--- src/sv/rfh_pkg.sv ---
package rfh_pkg;

  localparam int LEVEL_W    = 8;
  localparam int TIME_W     = 16;
  localparam int BASE_W     = 8;
  localparam int STEP_W     = 8;
  localparam int INC_W      = LEVEL_W + 1;
  localparam int CFG_IDX_W  = 1;
  localparam int CFG_DATA_W = TIME_W;

  // Serial divider: one quotient bit per cycle.
  localparam int DIVIDEND_W = TIME_W;
  localparam int DIVISOR_W  = STEP_W;
  localparam int DIV_CNT_W  = $clog2(DIVIDEND_W);

  localparam logic [BASE_W-1:0] BASE_RESET       = BASE_W'(10);
  localparam logic [TIME_W-1:0] MIN_RESET        = TIME_W'(10);
  localparam logic [STEP_W-1:0] STEP_TOTAL_RESET = STEP_W'(10);
  localparam logic [STEP_W-1:0] STEP_MAX         = '1;

  localparam logic [CFG_IDX_W-1:0] CFG_BASE_TIME = 1'b0;
  localparam logic [CFG_IDX_W-1:0] CFG_MIN_TIME  = 1'b1;

  // Which division the shared divider is working on.
  typedef enum logic [2:0] {
    SEL_SHORT,
    SEL_RED,
    SEL_GREEN,
    SEL_BLUE,
    SEL_TRANS
  } rfh_sel_t;

  // How the datapath finishes the current item.
  typedef enum logic [1:0] {
    KIND_IGNORE,
    KIND_ZERO,
    KIND_LOAD,
    KIND_TICK
  } rfh_kind_t;

  typedef struct packed {
    logic      latch;
    logic      div_start;
    rfh_sel_t  div_sel;
    logic      finish;
    rfh_kind_t kind;
  } rfh_cmd_t;

  typedef struct packed {
    logic func;
    logic ignore;
    logic q_zero;
    logic div_done;
    logic out_free;
  } rfh_status_t;

endpackage

--- src/sv/rgb_fade_hold_engine.sv ---
// Channel  Handshake            Payload
// -------  -------------------  ------------------------------------------------------
// in       in_valid / in_stall  func, red, green, blue, hold_ms, transition_ms
// out      out_valid/out_stall  drive, red_level, green_level, blue_level, interval_ms,
//                               finished
// cfg      cfg_we               cfg_index, cfg_data (0 = base time, 1 = minimum time)
//
// A tick or an ignored load goes from S_CHECK to S_FINISH, which registers its result
// once the output is free. A node load first runs five divisions on the serial divider,
// which produces one quotient bit per cycle. A zero-step load stops after the first one.
// The next input is taken in the cycle after the result is written. Reset is synchronous.
// One transaction is in flight at a time; a stalled result holds the next one back
// only at its final write, and the next input is taken while a result waits.
module rgb_fade_hold_engine (
  input  logic                           clk,
  input  logic                           rst,
  input  logic                           in_valid,
  output logic                           in_stall,
  input  logic                           func,
  input  logic [rfh_pkg::LEVEL_W-1:0]    red,
  input  logic [rfh_pkg::LEVEL_W-1:0]    green,
  input  logic [rfh_pkg::LEVEL_W-1:0]    blue,
  input  logic [rfh_pkg::TIME_W-1:0]     hold_ms,
  input  logic [rfh_pkg::TIME_W-1:0]     transition_ms,
  input  logic                           cfg_we,
  input  logic [rfh_pkg::CFG_IDX_W-1:0]  cfg_index,
  input  logic [rfh_pkg::CFG_DATA_W-1:0] cfg_data,
  output logic                           out_valid,
  input  logic                           out_stall,
  output logic                           drive,
  output logic [rfh_pkg::LEVEL_W-1:0]    red_level,
  output logic [rfh_pkg::LEVEL_W-1:0]    green_level,
  output logic [rfh_pkg::LEVEL_W-1:0]    blue_level,
  output logic [rfh_pkg::TIME_W-1:0]     interval_ms,
  output logic                           finished
);
  import rfh_pkg::*;

  rfh_cmd_t    cmd;
  rfh_status_t status;

  rfh_ctrl u_ctrl (
    .clk      (clk),
    .rst      (rst),
    .in_valid (in_valid),
    .in_stall (in_stall),
    .status   (status),
    .cmd      (cmd)
  );

  rfh_datapath u_datapath (
    .clk           (clk),
    .rst           (rst),
    .cmd           (cmd),
    .status        (status),
    .func          (func),
    .red           (red),
    .green         (green),
    .blue          (blue),
    .hold_ms       (hold_ms),
    .transition_ms (transition_ms),
    .cfg_we        (cfg_we),
    .cfg_index     (cfg_index),
    .cfg_data      (cfg_data),
    .out_valid     (out_valid),
    .out_stall     (out_stall),
    .drive         (drive),
    .red_level     (red_level),
    .green_level   (green_level),
    .blue_level    (blue_level),
    .interval_ms   (interval_ms),
    .finished      (finished)
  );

endmodule

--- src/sv/rfh_div.sv ---
module rfh_div (
  input  logic                           clk,
  input  logic                           rst,
  input  logic                           start,
  input  logic [rfh_pkg::DIVIDEND_W-1:0] dividend,
  input  logic [rfh_pkg::DIVISOR_W-1:0]  divisor,
  output logic [rfh_pkg::DIVIDEND_W-1:0] quotient,
  output logic                           done
);
  import rfh_pkg::*;

  logic                  busy;
  logic [DIV_CNT_W-1:0]  cnt;
  logic [DIVISOR_W-1:0]  rem;
  logic [DIVIDEND_W-1:0] quo;
  logic [DIVISOR_W:0]    shifted;
  logic [DIVISOR_W:0]    diff;
  logic                  fits;

  // Restoring division. A zero divisor always fits, giving an all-ones quotient.
  assign shifted = {rem, quo[DIVIDEND_W-1]};
  assign diff    = shifted - {1'b0, divisor};
  assign fits    = shifted >= {1'b0, divisor};

  always_ff @(posedge clk) begin
    if (rst) begin
      busy <= 1'b0;
      done <= 1'b0;
      cnt  <= '0;
    end else begin
      done <= 1'b0;
      if (start) begin
        busy <= 1'b1;
        cnt  <= '1;
      end else if (busy) begin
        cnt <= cnt - 1'b1;
        if (cnt == '0) begin
          busy <= 1'b0;
          done <= 1'b1;
        end
      end
    end
  end

  always_ff @(posedge clk) begin
    if (start) begin
      quo <= dividend;
      rem <= '0;
    end else if (busy) begin
      quo <= {quo[DIVIDEND_W-2:0], fits};
      rem <= fits ? diff[DIVISOR_W-1:0] : shifted[DIVISOR_W-1:0];
    end
  end

  assign quotient = quo;

endmodule

--- src/sv/rfh_datapath.sv ---
module rfh_datapath (
  input  logic                           clk,
  input  logic                           rst,
  input  rfh_pkg::rfh_cmd_t              cmd,
  output rfh_pkg::rfh_status_t           status,
  input  logic                           func,
  input  logic [rfh_pkg::LEVEL_W-1:0]    red,
  input  logic [rfh_pkg::LEVEL_W-1:0]    green,
  input  logic [rfh_pkg::LEVEL_W-1:0]    blue,
  input  logic [rfh_pkg::TIME_W-1:0]     hold_ms,
  input  logic [rfh_pkg::TIME_W-1:0]     transition_ms,
  input  logic                           cfg_we,
  input  logic [rfh_pkg::CFG_IDX_W-1:0]  cfg_index,
  input  logic [rfh_pkg::CFG_DATA_W-1:0] cfg_data,
  output logic                           out_valid,
  input  logic                           out_stall,
  output logic                           drive,
  output logic [rfh_pkg::LEVEL_W-1:0]    red_level,
  output logic [rfh_pkg::LEVEL_W-1:0]    green_level,
  output logic [rfh_pkg::LEVEL_W-1:0]    blue_level,
  output logic [rfh_pkg::TIME_W-1:0]     interval_ms,
  output logic                           finished
);
  import rfh_pkg::*;

  // Configuration
  logic [BASE_W-1:0] base_time;
  logic [TIME_W-1:0] min_time;

  // Latched input transaction
  logic              in_func;
  logic [LEVEL_W-1:0] in_red, in_green, in_blue;
  logic [TIME_W-1:0] in_hold, in_trans;

  // Engine state
  logic [LEVEL_W-1:0] cur_red, cur_green, cur_blue;
  logic [TIME_W-1:0]  cur_transition;
  logic [LEVEL_W-1:0] tgt_red, tgt_green, tgt_blue;
  logic [TIME_W-1:0]  tgt_transition;
  logic [STEP_W-1:0]  step_total, step_index;
  logic [INC_W-1:0]   red_inc, green_inc, blue_inc;
  logic [TIME_W-1:0]  step_interval, hold_left;
  logic               done_flag;

  // Division results of the load in progress
  logic [STEP_W-1:0]  q;
  logic [INC_W-1:0]   new_red_inc, new_green_inc, new_blue_inc;
  logic [TIME_W-1:0]  new_interval;

  // Divider
  logic [DIVIDEND_W-1:0] div_dividend, div_quotient;
  logic [DIVISOR_W-1:0]  div_divisor;
  logic                  div_done;
  logic [TIME_W-1:0]     shorter_min, shorter;
  logic                  red_neg, green_neg, blue_neg;
  logic [LEVEL_W-1:0]    red_mag, green_mag, blue_mag;
  logic [INC_W-1:0]      inc_mag;
  logic [STEP_W-1:0]     q_sat;

  // Next values
  logic [LEVEL_W-1:0] cur_red_next, cur_green_next, cur_blue_next;
  logic [TIME_W-1:0]  cur_transition_next;
  logic [LEVEL_W-1:0] tgt_red_next, tgt_green_next, tgt_blue_next;
  logic [TIME_W-1:0]  tgt_transition_next;
  logic [STEP_W-1:0]  step_total_next, step_index_next;
  logic [INC_W-1:0]   red_inc_next, green_inc_next, blue_inc_next;
  logic [TIME_W-1:0]  step_interval_next, hold_left_next;
  logic               done_flag_next;
  logic               drive_next;
  logic [LEVEL_W-1:0] red_level_next, green_level_next, blue_level_next;
  logic [TIME_W-1:0]  interval_next;
  logic [STEP_W-1:0]  idx_inc;
  logic [2*LEVEL_W-1:0] red_prod, green_prod, blue_prod;

  always_ff @(posedge clk) begin
    if (rst) begin
      base_time <= BASE_RESET;
      min_time  <= MIN_RESET;
    end else if (cfg_we) begin
      unique case (cfg_index)
        CFG_BASE_TIME: base_time <= cfg_data[BASE_W-1:0];
        CFG_MIN_TIME:  min_time  <= cfg_data;
        default:       ;
      endcase
    end
  end

  always_ff @(posedge clk) begin
    if (cmd.latch) begin
      in_func  <= func;
      in_red   <= red;
      in_green <= green;
      in_blue  <= blue;
      in_hold  <= hold_ms;
      in_trans <= transition_ms;
    end
  end

  // Operand selection for the shared divider
  assign shorter_min = (in_hold < in_trans) ? in_hold : in_trans;
  assign shorter     = (shorter_min < min_time) ? min_time : shorter_min;
  assign red_neg     = in_red < cur_red;
  assign green_neg   = in_green < cur_green;
  assign blue_neg    = in_blue < cur_blue;
  assign red_mag     = red_neg ? cur_red - in_red : in_red - cur_red;
  assign green_mag   = green_neg ? cur_green - in_green : in_green - cur_green;
  assign blue_mag    = blue_neg ? cur_blue - in_blue : in_blue - cur_blue;

  always_comb begin
    div_divisor  = q;
    div_dividend = in_trans;
    unique case (cmd.div_sel)
      SEL_SHORT: begin
        div_dividend = shorter;
        div_divisor  = base_time;
      end
      SEL_RED:   div_dividend = DIVIDEND_W'(red_mag);
      SEL_GREEN: div_dividend = DIVIDEND_W'(green_mag);
      SEL_BLUE:  div_dividend = DIVIDEND_W'(blue_mag);
      SEL_TRANS: div_dividend = in_trans;
      default:   div_dividend = in_trans;
    endcase
  end

  rfh_div u_div (
    .clk      (clk),
    .rst      (rst),
    .start    (cmd.div_start),
    .dividend (div_dividend),
    .divisor  (div_divisor),
    .quotient (div_quotient),
    .done     (div_done)
  );

  assign q_sat   = (|div_quotient[DIVIDEND_W-1:STEP_W]) ? STEP_MAX
                                                          : div_quotient[STEP_W-1:0];
  assign inc_mag = {1'b0, div_quotient[LEVEL_W-1:0]};

  always_ff @(posedge clk) begin
    if (div_done) begin
      unique case (cmd.div_sel)
        SEL_SHORT: q <= q_sat;
        SEL_RED:   new_red_inc   <= red_neg ? -inc_mag : inc_mag;
        SEL_GREEN: new_green_inc <= green_neg ? -inc_mag : inc_mag;
        SEL_BLUE:  new_blue_inc  <= blue_neg ? -inc_mag : inc_mag;
        SEL_TRANS: new_interval  <= div_quotient;
        default:   ;
      endcase
    end
  end

  // Ramp level: only the low eight bits of base + index * increment survive.
  assign idx_inc    = step_index + 1'b1;
  assign red_prod   = idx_inc * red_inc[LEVEL_W-1:0];
  assign green_prod = idx_inc * green_inc[LEVEL_W-1:0];
  assign blue_prod  = idx_inc * blue_inc[LEVEL_W-1:0];

  always_comb begin
    cur_red_next        = cur_red;
    cur_green_next      = cur_green;
    cur_blue_next       = cur_blue;
    cur_transition_next = cur_transition;
    tgt_red_next        = tgt_red;
    tgt_green_next      = tgt_green;
    tgt_blue_next       = tgt_blue;
    tgt_transition_next = tgt_transition;
    step_total_next     = step_total;
    step_index_next     = step_index;
    red_inc_next        = red_inc;
    green_inc_next      = green_inc;
    blue_inc_next       = blue_inc;
    step_interval_next  = step_interval;
    hold_left_next      = hold_left;
    done_flag_next      = done_flag;
    drive_next          = 1'b0;
    red_level_next      = '0;
    green_level_next    = '0;
    blue_level_next     = '0;
    interval_next       = '0;
    unique case (cmd.kind)
      KIND_IGNORE: ;
      KIND_ZERO: begin
        tgt_red_next        = in_red;
        tgt_green_next      = in_green;
        tgt_blue_next       = in_blue;
        tgt_transition_next = in_trans;
        step_total_next     = q;
      end
      KIND_LOAD: begin
        tgt_red_next        = in_red;
        tgt_green_next      = in_green;
        tgt_blue_next       = in_blue;
        tgt_transition_next = in_trans;
        step_total_next     = q;
        red_inc_next        = new_red_inc;
        green_inc_next      = new_green_inc;
        blue_inc_next       = new_blue_inc;
        step_interval_next  = new_interval;
        hold_left_next      = in_hold;
        step_index_next     = STEP_W'(1);
        done_flag_next      = 1'b0;
        drive_next          = 1'b1;
        red_level_next      = cur_red + new_red_inc[LEVEL_W-1:0];
        green_level_next    = cur_green + new_green_inc[LEVEL_W-1:0];
        blue_level_next     = cur_blue + new_blue_inc[LEVEL_W-1:0];
        interval_next       = new_interval;
      end
      KIND_TICK: begin
        priority if (step_index == '0) begin
          // Holding: count down in base-time steps until the hold runs out.
          if (hold_left >= TIME_W'(base_time)) begin
            hold_left_next   = hold_left - TIME_W'(base_time);
            drive_next       = 1'b1;
            red_level_next   = cur_red;
            green_level_next = cur_green;
            blue_level_next  = cur_blue;
            interval_next    = TIME_W'(base_time);
          end else begin
            done_flag_next = 1'b1;
          end
        end else if (step_total == '0 ||
                     ({1'b0, step_index} + 1'b1) >= {1'b0, step_total}) begin
          // Last step lands exactly on the target.
          cur_red_next        = tgt_red;
          cur_green_next      = tgt_green;
          cur_blue_next       = tgt_blue;
          cur_transition_next = tgt_transition;
          step_index_next     = '0;
          step_interval_next  = '0;
          drive_next          = 1'b1;
          red_level_next      = tgt_red;
          green_level_next    = tgt_green;
          blue_level_next     = tgt_blue;
          interval_next       = step_interval;
        end else begin
          step_index_next  = idx_inc;
          drive_next       = 1'b1;
          red_level_next   = cur_red + red_prod[LEVEL_W-1:0];
          green_level_next = cur_green + green_prod[LEVEL_W-1:0];
          blue_level_next  = cur_blue + blue_prod[LEVEL_W-1:0];
          interval_next    = step_interval;
        end
      end
      default: ;
    endcase
  end

  always_ff @(posedge clk) begin
    if (rst) begin
      cur_red        <= '0;
      cur_green      <= '0;
      cur_blue       <= '0;
      cur_transition <= '0;
      tgt_red        <= '0;
      tgt_green      <= '0;
      tgt_blue       <= '0;
      tgt_transition <= '0;
      step_total     <= STEP_TOTAL_RESET;
      step_index     <= '0;
      red_inc        <= '0;
      green_inc      <= '0;
      blue_inc       <= '0;
      step_interval  <= '0;
      hold_left      <= '0;
      done_flag      <= 1'b1;
    end else if (cmd.finish) begin
      cur_red        <= cur_red_next;
      cur_green      <= cur_green_next;
      cur_blue       <= cur_blue_next;
      cur_transition <= cur_transition_next;
      tgt_red        <= tgt_red_next;
      tgt_green      <= tgt_green_next;
      tgt_blue       <= tgt_blue_next;
      tgt_transition <= tgt_transition_next;
      step_total     <= step_total_next;
      step_index     <= step_index_next;
      red_inc        <= red_inc_next;
      green_inc      <= green_inc_next;
      blue_inc       <= blue_inc_next;
      step_interval  <= step_interval_next;
      hold_left      <= hold_left_next;
      done_flag      <= done_flag_next;
    end
  end

  // Output register
  always_ff @(posedge clk) begin
    if (rst) begin
      out_valid <= 1'b0;
    end else if (cmd.finish) begin
      out_valid <= 1'b1;
    end else if (!out_stall) begin
      out_valid <= 1'b0;
    end
  end

  always_ff @(posedge clk) begin
    if (cmd.finish) begin
      drive       <= drive_next;
      red_level   <= red_level_next;
      green_level <= green_level_next;
      blue_level  <= blue_level_next;
      interval_ms <= interval_next;
      finished    <= done_flag_next;
    end
  end

  assign status.func     = in_func;
  assign status.ignore   = ((in_red | in_green | in_blue) == '0 &&
                            (in_hold | in_trans) == '0) ||
                           (in_red == cur_red && in_green == cur_green &&
                            in_blue == cur_blue && in_trans == cur_transition);
  assign status.q_zero   = (q == '0);
  assign status.div_done = div_done;
  assign status.out_free = !out_valid || !out_stall;

endmodule

--- src/sv/rfh_ctrl.sv ---
module rfh_ctrl (
  input  logic                 clk,
  input  logic                 rst,
  input  logic                 in_valid,
  output logic                 in_stall,
  input  rfh_pkg::rfh_status_t status,
  output rfh_pkg::rfh_cmd_t    cmd
);
  import rfh_pkg::*;

  typedef enum logic [4:0] {
    S_IDLE      = 5'b00001,
    S_CHECK     = 5'b00010,
    S_DIV_START = 5'b00100,
    S_DIV_WAIT  = 5'b01000,
    S_FINISH    = 5'b10000
  } rfh_state_t;

  rfh_state_t state, state_next;
  rfh_sel_t   sel, sel_next;
  rfh_kind_t  kind, kind_next;

  always_ff @(posedge clk) begin
    if (rst) begin
      state <= S_IDLE;
      sel   <= SEL_SHORT;
      kind  <= KIND_IGNORE;
    end else begin
      state <= state_next;
      sel   <= sel_next;
      kind  <= kind_next;
    end
  end

  always_comb begin
    state_next    = state;
    sel_next      = sel;
    kind_next     = kind;
    cmd.latch     = 1'b0;
    cmd.div_start = 1'b0;
    cmd.div_sel   = sel;
    cmd.finish    = 1'b0;
    cmd.kind      = kind;
    unique case (state)
      S_IDLE: begin
        if (in_valid) begin
          cmd.latch  = 1'b1;
          state_next = S_CHECK;
        end
      end
      S_CHECK: begin
        priority if (status.func) begin
          kind_next  = KIND_TICK;
          state_next = S_FINISH;
        end else if (status.ignore) begin
          kind_next  = KIND_IGNORE;
          state_next = S_FINISH;
        end else begin
          sel_next   = SEL_SHORT;
          state_next = S_DIV_START;
        end
      end
      S_DIV_START: begin
        // A zero step count stops the load before the increments are worked out.
        if (sel == SEL_RED && status.q_zero) begin
          kind_next  = KIND_ZERO;
          state_next = S_FINISH;
        end else begin
          cmd.div_start = 1'b1;
          state_next    = S_DIV_WAIT;
        end
      end
      S_DIV_WAIT: begin
        if (status.div_done) begin
          unique case (sel)
            SEL_SHORT: begin
              sel_next   = SEL_RED;
              state_next = S_DIV_START;
            end
            SEL_RED: begin
              sel_next   = SEL_GREEN;
              state_next = S_DIV_START;
            end
            SEL_GREEN: begin
              sel_next   = SEL_BLUE;
              state_next = S_DIV_START;
            end
            SEL_BLUE: begin
              sel_next   = SEL_TRANS;
              state_next = S_DIV_START;
            end
            SEL_TRANS: begin
              kind_next  = KIND_LOAD;
              state_next = S_FINISH;
            end
            default: state_next = S_IDLE;
          endcase
        end
      end
      S_FINISH: begin
        if (status.out_free) begin
          cmd.finish = 1'b1;
          state_next = S_IDLE;
        end
      end
      default: state_next = S_IDLE;
    endcase
  end

  assign in_stall = (state != S_IDLE);

endmodule

--- config.mk ---
export PLATFORM = sky130hd
export DESIGN_NAME = rgb_fade_hold_engine
export DESIGN_NICKNAME = d
export VERILOG_FILES = /design/src/sv/rfh_pkg.sv /design/src/sv/rgb_fade_hold_engine.sv /design/src/sv/rfh_div.sv /design/src/sv/rfh_datapath.sv /design/src/sv/rfh_ctrl.sv
export SDC_FILE = /design/constraint.sdc
export NUM_CORES = 1
export LEC_CHECK = 0
export BUFFER_PORTS_ARGS = -buffer_cell sky130_fd_sc_hd__buf_2
export CORE_MARGIN = 2
export CORE_UTILIZATION = 29
export DETAILED_ROUTE_END_ITERATION = 8
export GPL_TIMING_DRIVEN = 0
export PLACE_DENSITY = 0.42
export SLEW_MARGIN = 40
export SYNTH_ARGS = -nofsm -noshare
export SYNTH_HDL_FRONTEND = slang
export SYNTH_SLANG_ARGS = --single-unit
--- constraint.sdc ---
create_clock -name clk -period 7 [get_ports clk]
set_clock_uncertainty 0.05 [all_clocks]
set_input_delay 0.7 -clock clk [delete_from_list [all_inputs] [get_ports clk]]
set_output_delay 0.7 -clock clk [all_outputs]
set_load 0.05 [all_outputs]
---- Yosys cells after proc, flatten, opt, wreduce, memory -nomap -nowiden ----
Cells that the tools add are included.
storage, ports and cells
  register bits ........................... 365
  bits of input ports ..................... 79
  output and inout bits ................... 44
  logic and storage cells ................. 227
operators by class
  $add $sub $neg .......................... 18
  multipliers ............................. 3
  order comparisons ....................... 8
  eq/ne operators ......................... 31
  mux-type cells .......................... 76
  bitwise gates (word level) .............. 6
  reduce and logical (&&, ||, !) cells .... 41
operators with widths
  kind                                                             count
  8-bit 2-to-1 mux                                                 20
  16-bit 2-to-1 mux                                                9
  16-bit case mux with 2 select lines                              3
  16-bit case mux with 4 select lines                              1
  8-bit case mux with 2 select lines                               4
  8-bit subtractor                                                 7
  8-bit adder                                                      6
  8-bit zero test                                                  4
  16-bit less-than comparator                                      2
  5-bit 2-to-1 mux                                                 6
  5-bit case mux with 5 select lines                               1
  8-bit == test                                                    3
  8-bit less-than comparator                                       3
  8-bit by 8-bit multiplier with 8-bit output                      3
  9-bit by 8-bit >= comparator with 1-bit output                   2
  2-bit AND reduction                                              9
  16-bit == test                                                   1
  16-bit by 8-bit >= comparator with 1-bit output                  1
  16-bit zero test                                                 1
  1-bit 2-to-1 mux                                                 16
  16-bit OR                                                        1
  8-bit OR                                                         2
  16-bit by 8-bit subtractor with 16-bit output                    1
  2-bit by 1-bit != test with 1-bit output, second input constant  7
  40 further kinds                                                 70

---- Logic depth before layout (Yosys ltp) ----
  word-level depth ........................ 8
  depth in mapped cells ................... 22
  depth with buffers taken out ............ 19

---- Modules after synthesis ----
A second synthesis with hierarchy kept.
second synthesis, totals
  cells, all modules ...................... 2568
  area total of the unflattened synthesis .. 23163.5 µm²
by module, submodules not included
  module        times used  cells an instance  area an instance (µm²)  seq. area each (µm²)
  rfh_datapath  1           2310               20718.6                 7977.7
  rfh_div       1           176                1747.9                  760.7
  rfh_ctrl      1           82                 696.9                   200.2

---- Worst setup path before layout ----
Ideal clock, no wire load.
  path type ............................... register -> register
  start point ............................. register u_datapath.step_index[0]
  end point ............................... register u_datapath.blue_level[7] (netlist name) (data pin)
  setup time .............................. 0.135 ns
  data arrival time ....................... 4.884 ns
  required time ........................... 6.815 ns
  path slack .............................. 1.931 ns
  cell stages (with the launch flop) ...... 21
  buffers on the path ..................... 2
  clock period less this slack ............ 5.069 ns
  cell sequence ........................... dfxtp_1 clkbuf_1 nand3_1 xnor2_1 clkbuf_1 nand2_1 fa_1 inv_1 fa_1 ha_1 inv_1 fa_1 inv_1 fa_1 a21o_1 a21oi_1 xnor2_1 xnor2_1 xnor3_1 nand2b_1 nand3_1
on the way
  cells in the longest elaborated chain, start to end .. 6
  elaborated cells between the ends (all ways) .. 10
  those cells by class .................... add/sub: 3; mul: 1; order compare: 1; mux: 3; reduce/logical: 2
RTL lines
  what                                                                                                                  line                                      text
  from (decl)                                                                                                           rfh_datapath.sv:40                        logic [STEP_W-1:0] step_total, step_index;
  from (signal assigned)                                                                                                rfh_datapath.sv:276                       step_index <= step_index_next;
  8-bit by 1-bit adder with 8-bit output / 8-bit by 1-bit adder with 9-bit output (equally long branches)               rfh_datapath.sv:153, rfh_datapath.sv:222
  8-bit by 8-bit multiplier with 8-bit output / 9-bit by 8-bit >= comparator with 1-bit output (equally long branches)  rfh_datapath.sv:156, rfh_datapath.sv:222
  8-bit adder / 1-bit logical OR (equally long branches)                                                                rfh_datapath.sv:240, rfh_datapath.sv:221
  8-bit 2-to-1 mux                                                                                                      rfh_datapath.sv:221                       end else if (step_total == '0 ||
  8-bit 2-to-1 mux (*)                                                                                                  rfh_datapath.sv:209                       priority if (step_index == '0) begin
  8-bit case mux with 2 select lines (*)                                                                                rfh_datapath.sv:180                       unique case (cmd.kind)
  via u_datapath.blue_level_next[7]                                                                                     rfh_datapath.sv:70                        logic [LEVEL_W-1:0] red_level_next, green_level_next, blue_level_next;
  to (signal assigned)                                                                                                  rfh_datapath.sv:302                       blue_level <= blue_level_next;
  to (decl)                                                                                                             rfh_datapath.sv:20                        output logic [rfh_pkg::LEVEL_W-1:0] blue_level,
Mark *: on every way through the listed nets, which the timed path passes. The rest lies on a longest branch.
A chain may end at the register's enable or synchronous reset.

---- Final worst setup path ----
  start point ............................. register u_datapath.step_index[0]
  end point ............................... register u_datapath.red_level[7] (netlist name) (data pin)
on the way
  cells in the longest elaborated chain, start to end .. 6
  elaborated cells between the ends (all ways) .. 10
  those cells by class .................... add/sub: 3; mul: 1; order compare: 1; mux: 3; reduce/logical: 2
RTL lines
  what                                                                                                                  line                                      text
  8-bit by 1-bit adder with 8-bit output / 8-bit by 1-bit adder with 9-bit output (equally long branches)               rfh_datapath.sv:153, rfh_datapath.sv:222
  8-bit by 8-bit multiplier with 8-bit output / 9-bit by 8-bit >= comparator with 1-bit output (equally long branches)  rfh_datapath.sv:154, rfh_datapath.sv:222
  8-bit adder / 1-bit logical OR (equally long branches)                                                                rfh_datapath.sv:238, rfh_datapath.sv:221
  8-bit 2-to-1 mux                                                                                                      rfh_datapath.sv:221
  8-bit 2-to-1 mux (*)                                                                                                  rfh_datapath.sv:209
  8-bit case mux with 2 select lines (*)                                                                                rfh_datapath.sv:180
  via u_datapath.red_level_next[7]                                                                                      rfh_datapath.sv:70
  to (signal assigned)                                                                                                  rfh_datapath.sv:300                       red_level <= red_level_next;
  to (decl)                                                                                                             rfh_datapath.sv:18                        output logic [rfh_pkg::LEVEL_W-1:0] red_level,
Marked as above.

==> summary.txt <==
Status: complete, no violations
Mapped Area: 22900 µm²
Hold Crit Class: in -> reg
Final Hold Viols: 0
PnR worst setup slack: 280.4 ps
Crit-path max FO: 10
Dpl cell area: 24980 µm²
Worst rel slew slack: 0.3770
Kind of critical path: reg -> reg
Final setup violation count: 0
YS warnings: 0
Largest net degree at the start of global routing: 36
Synth top cells by count: nand2_1 (462), a21oi_1 (238), inv_1 (224)
Tcrit/Tclk final: 0.9599
Synth Flop Type: dfxtp_1
Mapped Cells: 2502
Ant diodes: 0
Dominant cells by area after synthesis: edfxtp_1 (21%), dfxtp_1 (18%), ha_1 (10%), nand2_1 (7.6%), fa_1 (5.7%)
Final nets: 3013
Tmin final: 6720 ps
Hold Startpoint: hold_ms[0]
Proportion of layout cells with a drive suffix above 1: 0.1050
Unrepaired setup endpoints after global routing: false
Peak VDD IR: 0.0001454 V
Vias in the first global route: 18920
CP Launch Type: flip-flop
Port bufs: 122
Slew Viols, Final: 0
# IOs: 123
Die area: 81250 µm²
Setup slack after placement: 146.9 ps
F_max: 148.8 MHz
Final ANT Viol Nets: 0
Clock Path Buffers: 3
WL met2: 40310 µm
Worst r2r path cells: 22
GR Overflow Total: 0
Initial drt markers: 1349
Area delta synth->final: 15.36%
Initial antenna violation count: 2
DRC viols: 0
CTS Buf Count: 45
TNS Setup: 0 ps
Clock power share: 0.442
Clk sinks: 365
Cell variety after synth: 84
Crit path capture type: flip-flop
FF-to-FF End: u_datapath.red_level[7]
First-pass GRT wire length: 119100 µm
Count leader, synth: nand2_1
Metal3 WL: 3406 µm
Seq/Total Area, Yosys: 0.3903
Net switching power: 1387 µW
Post-synth EDFFs: 163
DRT Wirelength: 81480 µm
First-pass DRT Iterations: 6
Initial Util: 0.2914
H-Tree Depth: 2
Power per Cell Area: 196.6 nW/µm²
Design Area, Final: 26420 µm²
Synth area leader: edfxtp_1
M1 wire length: 34650 µm
CTS tree: done
Gp weighted congestion: 0.9133
Clock Latency Late Sink: 590 ps
Asr flop ratio synth: 0
Core Util, Final: 0.3361
Internal: 3808 µW
Row cnt: 103
Core area: 78610 µm²
Detailed placer's ending HPWL: 65060 µm
DR vias/cell: 4.954
Endpoint, Worst Hold: u_datapath.in_hold[0]
Die width: 285.0 µm
Clk root buf: clkbuf_16
Synthesized area per cell: 9.154 µm²
Routed len/inst: 21.65 µm
LEAKAGE: 0.01052 µW
Worst R2R Start: u_datapath.step_index[0]
Reg-to-reg slack, setup: 280 ps
Net count after synthesis: 2838
Worst-path clk slew: 60 ps
GR Util All Layers: 0.1963
Die height: 285.0 µm
Power, Total: 5195 µW
Arrival @ worst endpoint: 7070 ps
Logic pwr share: 0.109
Vias: 18650
Sw Share: 0.2669
Share of the synthesized area in the top cell type: 0.2137
DR top layer: met4
Required time worst endpoint: 7350 ps
Max cap viols: 0
Hold Crit Depth: 1
Yosys reg bits: 365
Share of power burned in registers: 0.449
Slew at the pin with the worst max-slew slack: 934.5 ps
==> routing by layer <==
layer	GRT usage	up-vias
li1	-	8951
met1	0.2440	9082
met2	0.3481	476
met3	0.02440	138
met4	0.07107	0
met5	0	-
==> worst max-delay path, stage by stage (launching register included) <==
cell and delay [ps]:
dfxtp_1 390, inv_1 80, clkbuf_2 320, ha_1 660, clkbuf_1 670, clkbuf_1 630
nand2_1 180, fa_1 450, inv_1 70, ha_1 220, ha_1 290, inv_1 60
fa_1 540, inv_1 40, ha_1 220, fa_1 420, a21o_1 180, a21oi_1 220
xnor2_1 170, xnor2_1 150, xnor3_1 240, nand2b_1 150, nand3_1 140
==> cell type report <==
cell class                      count  area, µm²
Inverter                          226      853.3
Fill cell                        8206      52190
Buffer                            120      500.5
Clock buffer                       55       1174
Tap cell                         1050       1314
Multi-Input combinational cell   1791      12700
Clock inverter                     29      252.7
Timing Repair Buffer              128      693.2
Sequential cell                   365       8939
==> worst max path at each step <==
stage	depth (start not counted)	from	endpoint	slack [ps]
after global routing	22	u_datapath.step_index[0]	u_datapath.red_level[7]	40
after CTS	20	u_datapath.step_index[0]	u_datapath.red_level[7]	110
after detailed placement	20	u_datapath.step_index[0]	u_datapath.red_level[7]	150
after global placement	20	u_datapath.step_index[0]	u_datapath.red_level[7]	-150
after floorplan	20	u_datapath.step_index[0]	u_datapath.blue_level[7]	1930
final	22	u_datapath.step_index[0]	u_datapath.red_level[7]	280
==> stage by stage <==
stage	hold WS, ps	cells
floorplan	374.4	2502
global placement	391.3	3674
detailed placement	393.6	3680
CTS	201.5	3764
global route	208.9	3764
finish	237.7	3764
==> power groups by stage <==
| stage | Sequential [µW] | Clock (µW) | Combinational (µW) |
|---|---|---|---|
| 5_1_grt | 2340 | 2440 | 626 |
| 3_3_place_gp | 2380 | 0 | 554 |
| 3_5_place_dp | 2380 | 0 | 566 |
| 4_1_cts | 2330 | 2360 | 569 |
| 6_report | 2330 | 2290 | 569 |
| 2_1_floorplan | 2340 | 0 | 388 |
==> cell usage in the layout (no fill, tap or decap), types with 7 or more instances in the layout <==
| cell | synthesis | final |
|---|---|---|
| clkinv_1 | 1 | 7 |
| a211oi_1 | 11 | 11 |
| nand3_1 | 25 | 25 |
| nor3_1 | 24 | 23 |
| inv_1 | 224 | 224 |
| dfxtp_1 | 202 | 202 |
| buf_1 | 9 | 9 |
| a221oi_1 | 10 | 10 |
| nand3b_1 | 10 | 10 |
| fa_1 | 65 | 65 |
| edfxtp_1 | 163 | 163 |
| a22oi_1 | 51 | 51 |
| xnor2_1 | 98 | 96 |
| a21o_1 | 30 | 30 |
| a22o_1 | 12 | 12 |
| clkinv_2 | 0 | 11 |
| nor4_1 | 19 | 17 |
| mux2_2 | 11 | 11 |
| nand2_1 | 462 | 462 |
| nor3b_1 | 12 | 11 |
| nand4_1 | 22 | 22 |
| xor2_1 | 33 | 31 |
| clkbuf_2 | 1 | 7 |
| or2_2 | 11 | 11 |
| buf_2 | 21 | 145 |
| mux2i_1 | 56 | 56 |
| o22ai_1 | 7 | 7 |
| nand2b_1 | 19 | 19 |
| nor2b_1 | 34 | 34 |
| and2_1 | 28 | 28 |
| o21ai_0 | 87 | 87 |
| a21oi_1 | 238 | 236 |
| and3_1 | 11 | 10 |
| ha_1 | 192 | 192 |
| clkbuf_1 | 87 | 90 |
| clkbuf_16 | 0 | 45 |
| nor2_1 | 92 | 90 |
| o211ai_1 | 16 | 16 |
==> cell families (layout without fill, tap and decap cells) <==
logic type               count (synthesis)  in the layout  share of synthesized area
adder cells (fa/ha/maj)                257            257                     0.1617
multiplexers                            69             69                    0.03086
XOR/XNOR                               136            136                    0.05446
AND/OR/NAND/NOR                        793            793                     0.1578
AO/OA/AOI/OAI                          536            536                     0.1464
buffers and inverters                  346            558                    0.05856
flip-flops                             365            365                     0.3903
==> repair_timing <==
| action | 4_1_cts | 5_1_grt |
|---|---|---|
| endpoints found under the setup margin | 0 | 3 |
| gates resized for setup | 0 | 2 |
| buffers inserted | 0 | 0 |
| hold buffers | 0 | 0 |
Note: power is estimated with default switching activity, not from simulation.
